===== src/sv/psa_pkg.sv =====
// ----------------------------------------------------------------------------
// psa_pkg
// Shared types, constants and register codes of the preamp shaper and ADC
// emulator.
// ----------------------------------------------------------------------------
package psa_pkg;

	// Strips per read-out channel; the previous energy clears at each start
	localparam int CHANNEL_STRIPS = 128;
	// Largest sample count accepted; larger rates fall back to one sample
	localparam int MAX_SAMPLES    = 4;
	// Highest strip number carried by the strip index field
	localparam int STRIP_LIMIT    = 1023;

	// Field widths
	localparam int ENERGY_W = 24;
	localparam int STRIP_W  = 10;
	localparam int GAIN_W   = 24;
	localparam int PED_W    = 16;
	localparam int RATE_W   = 3;
	localparam int COUNT_W  = 16;
	localparam int SIDX_W   = 2;
	localparam int CFG_W    = 16;
	localparam int CFG_IDX_W = 3;

	// Register indexes of the configuration port
	typedef enum logic [CFG_IDX_W-1:0] {
		REG_MAX_ADC              = 3'd0,
		REG_DECAY_QUARTER        = 3'd1,
		REG_DECAY_THIRD          = 3'd2,
		REG_DECAY_HALF           = 3'd3,
		REG_DECAY_TWO_THIRDS     = 3'd4,
		REG_DECAY_THREE_QUARTERS = 3'd5,
		REG_DECAY_FULL           = 3'd6
	} cfg_reg_t;

	// Reset values of the registers
	localparam logic [CFG_W-1:0] RST_MAX_ADC              = 16'd1023;
	localparam logic [CFG_W-1:0] RST_DECAY_QUARTER        = 16'd14623;
	localparam logic [CFG_W-1:0] RST_DECAY_THIRD          = 16'd8869;
	localparam logic [CFG_W-1:0] RST_DECAY_HALF           = 16'd3263;
	localparam logic [CFG_W-1:0] RST_DECAY_TWO_THIRDS     = 16'd1200;
	localparam logic [CFG_W-1:0] RST_DECAY_THREE_QUARTERS = 16'd728;
	localparam logic [CFG_W-1:0] RST_DECAY_FULL           = 16'd162;

	// Register contents handed from the register file to the datapath
	typedef struct packed {
		logic [CFG_W-1:0] max_adc;
		logic [CFG_W-1:0] decay_quarter;
		logic [CFG_W-1:0] decay_third;
		logic [CFG_W-1:0] decay_half;
		logic [CFG_W-1:0] decay_two_thirds;
		logic [CFG_W-1:0] decay_three_quarters;
		logic [CFG_W-1:0] decay_full;
	} cfg_t;

endpackage


===== src/sv/psa_strip_if.sv =====
// ----------------------------------------------------------------------------
// psa_strip_if
// Strip channel: one strip's energy, index, gain, pedestal and sample rate.
// ----------------------------------------------------------------------------
interface psa_strip_if;
	logic                          valid;
	logic                          ready;
	logic [psa_pkg::ENERGY_W-1:0]  energy;
	logic [psa_pkg::STRIP_W-1:0]   strip_index;
	logic [psa_pkg::GAIN_W-1:0]    gain;
	logic [psa_pkg::PED_W-1:0]     pedestal;
	logic [psa_pkg::RATE_W-1:0]    sample_rate;

	modport source (output valid, energy, strip_index, gain, pedestal, sample_rate,
		input ready);
	modport sink (input valid, energy, strip_index, gain, pedestal, sample_rate,
		output ready);
endinterface


===== src/sv/psa_sample_if.sv =====
// ----------------------------------------------------------------------------
// psa_sample_if
// Sample channel: one saturated ADC count with its index within the strip.
// ----------------------------------------------------------------------------
interface psa_sample_if;
	logic                         valid;
	logic                         ready;
	logic [psa_pkg::COUNT_W-1:0]  adc_count;
	logic [psa_pkg::SIDX_W-1:0]   sample_index;
	logic                         last_sample;

	modport source (output valid, adc_count, sample_index, last_sample, input ready);
	modport sink (input valid, adc_count, sample_index, last_sample, output ready);
endinterface


===== src/sv/preamp_shaper_adc_emulator.sv =====
// Sequence: a one-sample strip passes ST_MUL_G and ST_EMIT into the output
// register; with rate r in 2..4 each sample passes ST_MUL_E, ST_MUL_P, ST_SUM,
// ST_MUL_G and ST_EMIT, all on the single shared 24x24 multiplier. A new
// strip is taken only in ST_IDLE; a held output stalls the sequencer.
// Reset: arst_n clears the sequencer, the output valid flag and the previous
// energy, and loads the registers with their reset values.
// ----------------------------------------------------------------------------
// preamp_shaper_adc_emulator
// Per-strip preamp shaping and ADC conversion on one multiplier under a
// small sequencer, with a one-entry output register.
// ----------------------------------------------------------------------------
module preamp_shaper_adc_emulator #(
	parameter int CHANNEL_STRIPS = psa_pkg::CHANNEL_STRIPS,
	parameter int MAX_SAMPLES    = psa_pkg::MAX_SAMPLES
) (
	input  logic                           clk,
	input  logic                           arst_n,
	psa_strip_if.sink                      strip,
	psa_sample_if.source                   sample,
	input  logic                           cfg_we,
	input  logic [psa_pkg::CFG_IDX_W-1:0]  cfg_index,
	input  logic [psa_pkg::CFG_W-1:0]      cfg_data
);

	localparam int NumStarts = (psa_pkg::STRIP_LIMIT + CHANNEL_STRIPS)
		/ CHANNEL_STRIPS;
	localparam int ProdW = psa_pkg::ENERGY_W + psa_pkg::GAIN_W;
	localparam int AccW  = psa_pkg::ENERGY_W + 17;

	typedef enum logic [5:0] {
		ST_IDLE  = 6'b000001,
		ST_MUL_E = 6'b000010,
		ST_MUL_P = 6'b000100,
		ST_SUM   = 6'b001000,
		ST_MUL_G = 6'b010000,
		ST_EMIT  = 6'b100000
	} state_t;

	psa_pkg::cfg_t cfg;

	state_t                          state_q;
	logic [psa_pkg::ENERGY_W-1:0]    prev_energy_q;
	logic [psa_pkg::ENERGY_W-1:0]    energy_q;
	logic [psa_pkg::ENERGY_W-1:0]    start_q;
	logic [psa_pkg::GAIN_W-1:0]      gain_q;
	logic [psa_pkg::PED_W-1:0]       ped_q;
	logic [psa_pkg::SIDX_W-1:0]      last_idx_q;
	logic [psa_pkg::SIDX_W-1:0]      idx_q;
	logic [ProdW-1:0]                prod_q;
	logic [AccW-1:0]                 acc_q;
	logic [psa_pkg::ENERGY_W-1:0]    shaped_q;
	logic                            ovalid_q;
	logic [psa_pkg::COUNT_W-1:0]     count_q;
	logic [psa_pkg::SIDX_W-1:0]      oidx_q;
	logic                            olast_q;

	logic                            accept;
	logic                            chan_start;
	logic                            rate_ok;
	logic [psa_pkg::SIDX_W-1:0]      rate_last;
	logic [psa_pkg::CFG_W-1:0]       weight;
	logic [16:0]                     weight_c;
	logic [psa_pkg::ENERGY_W-1:0]    mul_a;
	logic [psa_pkg::GAIN_W-1:0]      mul_b;
	logic [AccW-1:0]                 sum;
	logic [32:0]                     raw_count;
	logic [psa_pkg::COUNT_W-1:0]     sat_count;
	logic                            out_free;

	psa_cfg_regs u_cfg (
		.clk       (clk),
		.arst_n    (arst_n),
		.cfg_we    (cfg_we),
		.cfg_index (cfg_index),
		.cfg_data  (cfg_data),
		.cfg       (cfg)
	);

	assign strip.ready = (state_q == ST_IDLE);
	assign accept      = strip.valid && strip.ready;
	assign out_free    = !ovalid_q || sample.ready;

	// Flag the first strip of a channel
	always_comb begin
		chan_start = 1'b0;
		for (int k = 0; k < NumStarts; k++) begin
			if (strip.strip_index == psa_pkg::STRIP_W'(k * CHANNEL_STRIPS)) begin
				chan_start = 1'b1;
			end
		end
	end

	// Fold unsupported rates to a single sample
	assign rate_ok = (strip.sample_rate != 3'd0) && (strip.sample_rate <= 3'd4)
		&& ({1'b0, strip.sample_rate} <= 4'(MAX_SAMPLES));
	assign rate_last = rate_ok ? psa_pkg::SIDX_W'(strip.sample_rate - 3'd1) : '0;

	// Select the decay weight for sample idx of the strip
	always_comb begin
		case (last_idx_q)
			2'd1:    weight = (idx_q == 2'd0) ? cfg.decay_half : cfg.decay_full;
			2'd2: begin
				case (idx_q)
					2'd0:    weight = cfg.decay_third;
					2'd1:    weight = cfg.decay_two_thirds;
					default: weight = cfg.decay_full;
				endcase
			end
			default: begin
				case (idx_q)
					2'd0:    weight = cfg.decay_quarter;
					2'd1:    weight = cfg.decay_half;
					2'd2:    weight = cfg.decay_three_quarters;
					default: weight = cfg.decay_full;
				endcase
			end
		endcase
	end
	assign weight_c = 17'h10000 - {1'b0, weight};

	// Route operands to the shared multiplier
	always_comb begin
		unique case (state_q)
			ST_MUL_E: begin
				mul_a = energy_q;
				mul_b = {7'b0, weight_c};
			end
			ST_MUL_P: begin
				mul_a = start_q;
				mul_b = {8'b0, weight};
			end
			default: begin
				mul_a = shaped_q;
				mul_b = gain_q;
			end
		endcase
	end

	// Blend sum and saturated count
	assign sum       = acc_q + prod_q[AccW-1:0];
	assign raw_count = {1'b0, prod_q[ProdW-1:16]} + {17'b0, ped_q};
	assign sat_count = (raw_count > {17'b0, cfg.max_adc}) ? cfg.max_adc
		: raw_count[psa_pkg::COUNT_W-1:0];

	// Datapath registers
	always_ff @(posedge clk) begin
		if (accept) begin
			energy_q <= strip.energy;
			start_q  <= chan_start ? '0 : prev_energy_q;
			gain_q   <= strip.gain;
			ped_q    <= strip.pedestal;
			shaped_q <= strip.energy;
		end
		if (state_q == ST_MUL_E || state_q == ST_MUL_P || state_q == ST_MUL_G) begin
			prod_q <= mul_a * mul_b;
		end
		if (state_q == ST_MUL_P) begin
			acc_q <= prod_q[AccW-1:0];
		end
		if (state_q == ST_SUM) begin
			shaped_q <= sum[AccW-2:16];
		end
		if (state_q == ST_EMIT && out_free) begin
			count_q <= sat_count;
			oidx_q  <= idx_q;
			olast_q <= (idx_q == last_idx_q);
		end
	end

	// Sequencer, previous energy and output valid
	always_ff @(posedge clk or negedge arst_n) begin
		if (!arst_n) begin
			state_q       <= ST_IDLE;
			prev_energy_q <= '0;
			last_idx_q    <= '0;
			idx_q         <= '0;
			ovalid_q      <= 1'b0;
		end else begin
			// Load a new sample, or drop the one just taken
			if (state_q == ST_EMIT && out_free) begin
				ovalid_q <= 1'b1;
			end else if (sample.ready) begin
				ovalid_q <= 1'b0;
			end
			unique case (state_q)
				ST_IDLE: begin
					if (accept) begin
						prev_energy_q <= strip.energy;
						last_idx_q    <= rate_last;
						idx_q         <= '0;
						state_q       <= rate_ok && (rate_last != '0) ? ST_MUL_E : ST_MUL_G;
					end
				end
				ST_MUL_E: state_q <= ST_MUL_P;
				ST_MUL_P: state_q <= ST_SUM;
				ST_SUM:   state_q <= ST_MUL_G;
				ST_MUL_G: state_q <= ST_EMIT;
				ST_EMIT: begin
					if (out_free) begin
						if (idx_q == last_idx_q) begin
							idx_q   <= '0;
							state_q <= ST_IDLE;
						end else begin
							idx_q   <= idx_q + 2'd1;
							state_q <= ST_MUL_E;
						end
					end
				end
				default: state_q <= ST_IDLE;
			endcase
		end
	end

	assign sample.valid        = ovalid_q;
	assign sample.adc_count    = count_q;
	assign sample.sample_index = oidx_q;
	assign sample.last_sample  = olast_q;

	// Checks
	a_state_onehot: assert property (@(posedge clk) disable iff (!arst_n)
		$onehot(state_q))
		else $error("sequencer state not one-hot");

	a_busy_after_accept: assert property (@(posedge clk) disable iff (!arst_n)
		accept |=> !strip.ready)
		else $error("strip accepted while a strip is in progress");

	a_count_saturated: assert property (@(posedge clk) disable iff (!arst_n)
		sample.valid |-> (sample.adc_count <= cfg.max_adc))
		else $error("ADC count above saturation limit");

	a_idle_index_clear: assert property (@(posedge clk) disable iff (!arst_n)
		(state_q == ST_IDLE) |-> (idx_q == '0))
		else $error("sample index not cleared at end of strip");

	a_sample_bound: assert property (@(posedge clk) disable iff (!arst_n)
		(state_q != ST_IDLE) |-> (idx_q <= last_idx_q))
		else $error("sample index beyond strip rate");

endmodule


===== src/sv/psa_cfg_regs.sv =====
// ----------------------------------------------------------------------------
// psa_cfg_regs
// Configuration register file: saturation limit and the six decay weights.
// ----------------------------------------------------------------------------
module psa_cfg_regs (
	input  logic                            clk,
	input  logic                            arst_n,
	input  logic                            cfg_we,
	input  logic [psa_pkg::CFG_IDX_W-1:0]   cfg_index,
	input  logic [psa_pkg::CFG_W-1:0]       cfg_data,
	output psa_pkg::cfg_t                   cfg
);

	psa_pkg::cfg_t regs_q;

	// Decode the index and update the addressed register
	always_ff @(posedge clk or negedge arst_n) begin
		if (!arst_n) begin
			regs_q.max_adc              <= psa_pkg::RST_MAX_ADC;
			regs_q.decay_quarter        <= psa_pkg::RST_DECAY_QUARTER;
			regs_q.decay_third          <= psa_pkg::RST_DECAY_THIRD;
			regs_q.decay_half           <= psa_pkg::RST_DECAY_HALF;
			regs_q.decay_two_thirds     <= psa_pkg::RST_DECAY_TWO_THIRDS;
			regs_q.decay_three_quarters <= psa_pkg::RST_DECAY_THREE_QUARTERS;
			regs_q.decay_full           <= psa_pkg::RST_DECAY_FULL;
		end else if (cfg_we) begin
			unique case (psa_pkg::cfg_reg_t'(cfg_index))
				psa_pkg::REG_MAX_ADC:              regs_q.max_adc <= cfg_data;
				psa_pkg::REG_DECAY_QUARTER:        regs_q.decay_quarter <= cfg_data;
				psa_pkg::REG_DECAY_THIRD:          regs_q.decay_third <= cfg_data;
				psa_pkg::REG_DECAY_HALF:           regs_q.decay_half <= cfg_data;
				psa_pkg::REG_DECAY_TWO_THIRDS:     regs_q.decay_two_thirds <= cfg_data;
				psa_pkg::REG_DECAY_THREE_QUARTERS: regs_q.decay_three_quarters <= cfg_data;
				psa_pkg::REG_DECAY_FULL:           regs_q.decay_full <= cfg_data;
				default: begin
					// unused index: drop the write
				end
			endcase
		end
	end

	assign cfg = regs_q;

endmodule

===== src/flat_wrapper.sv =====
// flat-port wrapper written by rule: the top's interface ports become plain ports
module preamp_shaper_adc_emulator_flat 
#(
	parameter int CHANNEL_STRIPS = psa_pkg::CHANNEL_STRIPS,
	parameter int MAX_SAMPLES    = psa_pkg::MAX_SAMPLES
)
  (clk, arst_n, cfg_we, cfg_index, cfg_data, strip_valid, strip_energy, strip_strip_index, strip_gain, strip_pedestal, strip_sample_rate, strip_ready, sample_valid, sample_adc_count, sample_sample_index, sample_last_sample, sample_ready);
  psa_strip_if strip_i ();
  psa_sample_if sample_i ();
  input  logic clk;
  input  logic arst_n;
  input  logic cfg_we;
  input  logic [psa_pkg::CFG_IDX_W-1:0] cfg_index;
  input  logic [psa_pkg::CFG_W-1:0] cfg_data;
  input wire logic [$bits(strip_i.valid)-1:0] strip_valid;
  input wire logic [$bits(strip_i.energy)-1:0] strip_energy;
  input wire logic [$bits(strip_i.strip_index)-1:0] strip_strip_index;
  input wire logic [$bits(strip_i.gain)-1:0] strip_gain;
  input wire logic [$bits(strip_i.pedestal)-1:0] strip_pedestal;
  input wire logic [$bits(strip_i.sample_rate)-1:0] strip_sample_rate;
  output wire logic [$bits(strip_i.ready)-1:0] strip_ready;
  output wire logic [$bits(sample_i.valid)-1:0] sample_valid;
  output wire logic [$bits(sample_i.adc_count)-1:0] sample_adc_count;
  output wire logic [$bits(sample_i.sample_index)-1:0] sample_sample_index;
  output wire logic [$bits(sample_i.last_sample)-1:0] sample_last_sample;
  input wire logic [$bits(sample_i.ready)-1:0] sample_ready;
  assign strip_i.valid = strip_valid;
  assign strip_i.energy = strip_energy;
  assign strip_i.strip_index = strip_strip_index;
  assign strip_i.gain = strip_gain;
  assign strip_i.pedestal = strip_pedestal;
  assign strip_i.sample_rate = strip_sample_rate;
  assign strip_ready = strip_i.ready;
  assign sample_valid = sample_i.valid;
  assign sample_adc_count = sample_i.adc_count;
  assign sample_sample_index = sample_i.sample_index;
  assign sample_last_sample = sample_i.last_sample;
  assign sample_i.ready = sample_ready;
  preamp_shaper_adc_emulator #(.CHANNEL_STRIPS(CHANNEL_STRIPS), .MAX_SAMPLES(MAX_SAMPLES)) u_core (.clk(clk), .arst_n(arst_n), .strip(strip_i), .sample(sample_i), .cfg_we(cfg_we), .cfg_index(cfg_index), .cfg_data(cfg_data));
endmodule

===== config.mk =====
export PLATFORM = sky130hd
export DESIGN_NAME = preamp_shaper_adc_emulator_flat
export DESIGN_NICKNAME = d
export VERILOG_FILES = /design/src/sv/psa_pkg.sv /design/src/sv/psa_strip_if.sv /design/src/sv/psa_sample_if.sv /design/src/sv/preamp_shaper_adc_emulator.sv /design/src/sv/psa_cfg_regs.sv /design/src/flat_wrapper.sv
export SDC_FILE = /design/constraint.sdc
export NUM_CORES = 2
export LEC_CHECK = 0
export CAP_MARGIN = 10
export CORE_ASPECT_RATIO = 0.6
export CORE_MARGIN = 1
export CORE_UTILIZATION = 29
export DETAILED_ROUTE_END_ITERATION = 10
export DONT_BUFFER_PORTS = 1
export PLACE_DENSITY_LB_ADDON = 0.3
export SLEW_MARGIN = 40
export SYNTH_ARGS = -nofsm -noshare
export SYNTH_HDL_FRONTEND = slang
export SYNTH_SLANG_ARGS = --single-unit

===== constraint.sdc =====
create_clock -name clk -period 10.95 [get_ports clk]
set_clock_uncertainty 0.1 [all_clocks]
set_input_delay 1.095 -clock clk [delete_from_list [all_inputs] [get_ports clk]]
set_output_delay 1.095 -clock clk [all_outputs]
set_load 0.05 [all_outputs]

==> run metrics <==
outcome=finished clean; Area Overhead vs Synth=10.2%; xor-xnor portion of the synthesized cell area=2.04%; CP peak stage delay=between 0.5 and 0.6 ns; CTS Root Cell=clkbuf_16; worst r2r dst=u_core.prod_q[47]$_DFFE_PP_; All-Layer GR Usage=17.4%; Post-Syn Area per Cell=a little over 10 um2; vias per cell=approximately 5; register area share after synthesis=roughly 28%; Clk Latency, worst-skew pair=0.59 ns; f_max=~97 MHz; kind of start point of the critical path=flip-flop; # Post-CTS Setup Buffers=0; most frequent cells in the layout=648 x inv_1, 483 x fa_1, 392 x nand2_1; HPWL Detailed=between 80 and 90 mm; WP data required=approximately 11 ns; flop-to-flop setup slack=0.62 ns; Final Non-Filler Cells=5424; asr flop ratio synth=40.2%; vias in the first global route=around 27000; largest family of logic cells by synthesized area=adder cells; cells after synthesis=3690; drt first pass iters=6; placed cells=approximately 5400; #FFs+latches synth=~370; Max clock buf depth=3; Syn Nets=4526; max-slew violations=0; Post-Syn Area=around 0.037 mm2; Crit path top cell by count=fa_1; Main synth FF type=edfxtp_1; Critical Path End Type=flip-flop; first-pass GRT wire length=172 mm; Hold-fix buffers, CTS=0; proportion of synthesized area in mux cells=under 10%; via count=between 20000 and 30000; std cell rows=just over 100; final worst slack=roughly 0.62 ns; clock sinks=366; Post-CTS Resized=0; CP arrival=10.56 ns; Adder-Cell Fraction of Synth Area=approximately a third; DRT iter0 DRCs=approximately 2600; Compound-Gate Fraction of Synth Area=under 10%; CTS buffer count=36; CP max-delay cell=fa_1; gp weighted congestion=roughly 0.91; Min Clock Period, post-route=between 10 and 15 ns; worst-margin pin slew=0.883 ns; I/O Buffers=0; Setup-failing EPs final=0; Max-cap violations=0; Unique masters post-synth=89; RSZ-0062 raised after global routing=no; I/O Pins=122; simple-gate share of the synthesized area=between 10% and 20%; chip width=around 470 um; CTS tree=built; relative slew slack=~41%; worst hold-check path type=primary input to async pin; path depth of the worst reg2reg path=36; initial antenna violation count=11; critical path type=flip-flop to flip-flop; Die Y-Extent=approximately 280 um; TNS Setup=0 ns; H-tree Lvls=2; grt ovf=0; commonest non-fill, non-tap cell in the layout=inv_1; number of synthesized flops with an enable pin=around 220; post-detailed-route count of antenna-violating nets=0; core area=0.127 mm2; largest net degree at the start of global routing=148; clk slew on worst S/H paths=approximately 0.070 ns; yosys warns=0; CP max FO=16; Final #Nets=between 4000 and 5000; drc violations=0; Core Util, Final=approximately 32%; drt total wl=between 100 and 150 mm; r2r startpoint=u_core.idx_q[0]$_DFFE_PN0P_; period utilisation layout=~94%; Setup Slack @ Placement=0.530 ns; Die ar.=approximately 0.13 mm2; Initial Util=between 20 and 30%; Wirelength per Cell=approximately 21 um; final hold violations=0; layout cells sized above 1=between 10% and 20%
[kinds of logic (layout without fill, tap and decap cells)]
group	Yosys count	after routing
compound gates	509	509
xor+xnor	87	87
flops	366	366
buf+inv	791	823
simple gates	1053	1053
fa+ha+maj	735	735
mux	149	149
other cells	0	3
[per-stage QoR]
step                cell area, um2  hold WS [ns]
global route                 41100        0.0664
global placement             39900         0.335
detailed placement           40000         0.343
CTS                          41100        0.0661
floorplan                    37300         0.327
finish                       41100         0.107
[how the worst max path moves through the flow]
| stage | cells after the start | endpoint | startpoint | slack, ns |
|---|---|---|---|---|
| floorplan | 29 | u_core.prod_q[45]$_DFFE_PP_ | u_core.state_q[1]$_DFFE_PN0P_ | 1.33 |
| global placement | 33 | u_core.prod_q[47]$_DFFE_PP_ | u_core.idx_q[0]$_DFFE_PN0P_ | 0.61 |
| detailed placement | 34 | u_core.prod_q[47]$_DFFE_PP_ | u_core.idx_q[1]$_DFFE_PN0P_ | 0.53 |
| CTS | 34 | u_core.prod_q[47]$_DFFE_PP_ | u_core.idx_q[1]$_DFFE_PN0P_ | 0.51 |
| global route | 38 | u_core.prod_q[36]$_DFFE_PP_ | u_core.idx_q[0]$_DFFE_PN0P_ | 0.09 |
| finish | 36 | u_core.prod_q[47]$_DFFE_PP_ | u_core.idx_q[0]$_DFFE_PN0P_ | 0.62 |
[cell type report]
class / count / area (um2)
antenna: 3 / 7.51
clock buffer: 53 / 1070
clock inverter: 12 / 95.1
fill: 13100 / 86000
inverter: 652 / 2450
multi-input combinational: 2533 / 24200
sequential: 366 / 10300
tap: 1699 / 2130
timing repair buffer: 106 / 916
[registers in the layout, summed over array words and instances, names as in the netlist]
name	cells
u_core.idx_q	2
u_core.shaped_q	24
u_core.start_q	24
u_core.sample.sample_index	2
u_core.prod_q	48
u_core.u_cfg.cfg	112
u_core.sample.last_sample	1
u_core.sample.valid	1
u_core.state_q	6
u_core.last_idx_q	2
u_core.ped_q	16
u_core.prev_energy_q	24
u_core.acc_q	40
u_core.sample.adc_count	16
u_core.gain_q	24
u_core.energy_q	24
[routing by layer]
layer | wire, um | up-vias | share of wire [%] | track usage (%)
met1 | 56400 | 13900 | 50 | 27.6
met3 | 10200 | 90 | 9.1 | 4.04
met5 | 13 | - | 0.012 | 0
met4 | 1620 | 2 | 1.4 | 2.70
li1 | - | 12200 | - | -
met2 | 44100 | 963 | 39 | 23.7
[critical path, delay by kind of cell (launching register included)]
kind	cells	cell delay [ns]
AND/OR/NAND/NOR	7	1.63
XOR/XNOR	2	0.28
adder cells (fa/ha/maj)	10	4.37
AO/OA/AOI/OAI	9	2.29
flip-flops	1	0.50
buffers and inverters	8	0.87
[synth_stat cells (8+ instances only)]
cell type | n | area (um2)
buf_1 | 9 | 33.8
nor3_1 | 22 | 110
dfrtp_1 | 100 | 2500
ha_1 | 252 | 3150
nor2_1 | 252 | 946
mux2_2 | 135 | 1520
a211oi_1 | 18 | 135
o21a_1 | 12 | 90.1
a31oi_1 | 14 | 87.6
a21boi_0 | 8 | 60.1
or2_2 | 21 | 131
a222oi_1 | 24 | 240
o21ai_0 | 91 | 455
a22o_1 | 15 | 131
nand2b_1 | 42 | 263
o21bai_1 | 12 | 90.1
and2_1 | 96 | 601
nor2b_1 | 25 | 156
dfstp_2 | 47 | 1230
inv_1 | 651 | 2440
mux2_1 | 10 | 113
nor3b_1 | 9 | 67.6
o31ai_1 | 10 | 75.1
a21oi_1 | 99 | 495
a221oi_1 | 28 | 245
buf_2 | 22 | 110
fa_1 | 483 | 9670
a221o_1 | 27 | 270
edfxtp_1 | 219 | 6580
o211ai_1 | 12 | 90.1
xor2_1 | 34 | 298
a211o_1 | 8 | 70.1
xnor2_1 | 53 | 464
nand3_1 | 32 | 160
clkbuf_1 | 101 | 379
nand4_1 | 27 | 169
nand2_1 | 393 | 1480
and3_1 | 86 | 538
a21o_1 | 58 | 435
Power is left out: the tool's default activity adds up to more than one toggle a clock period on the data nets, which glitch-free logic cannot reach.
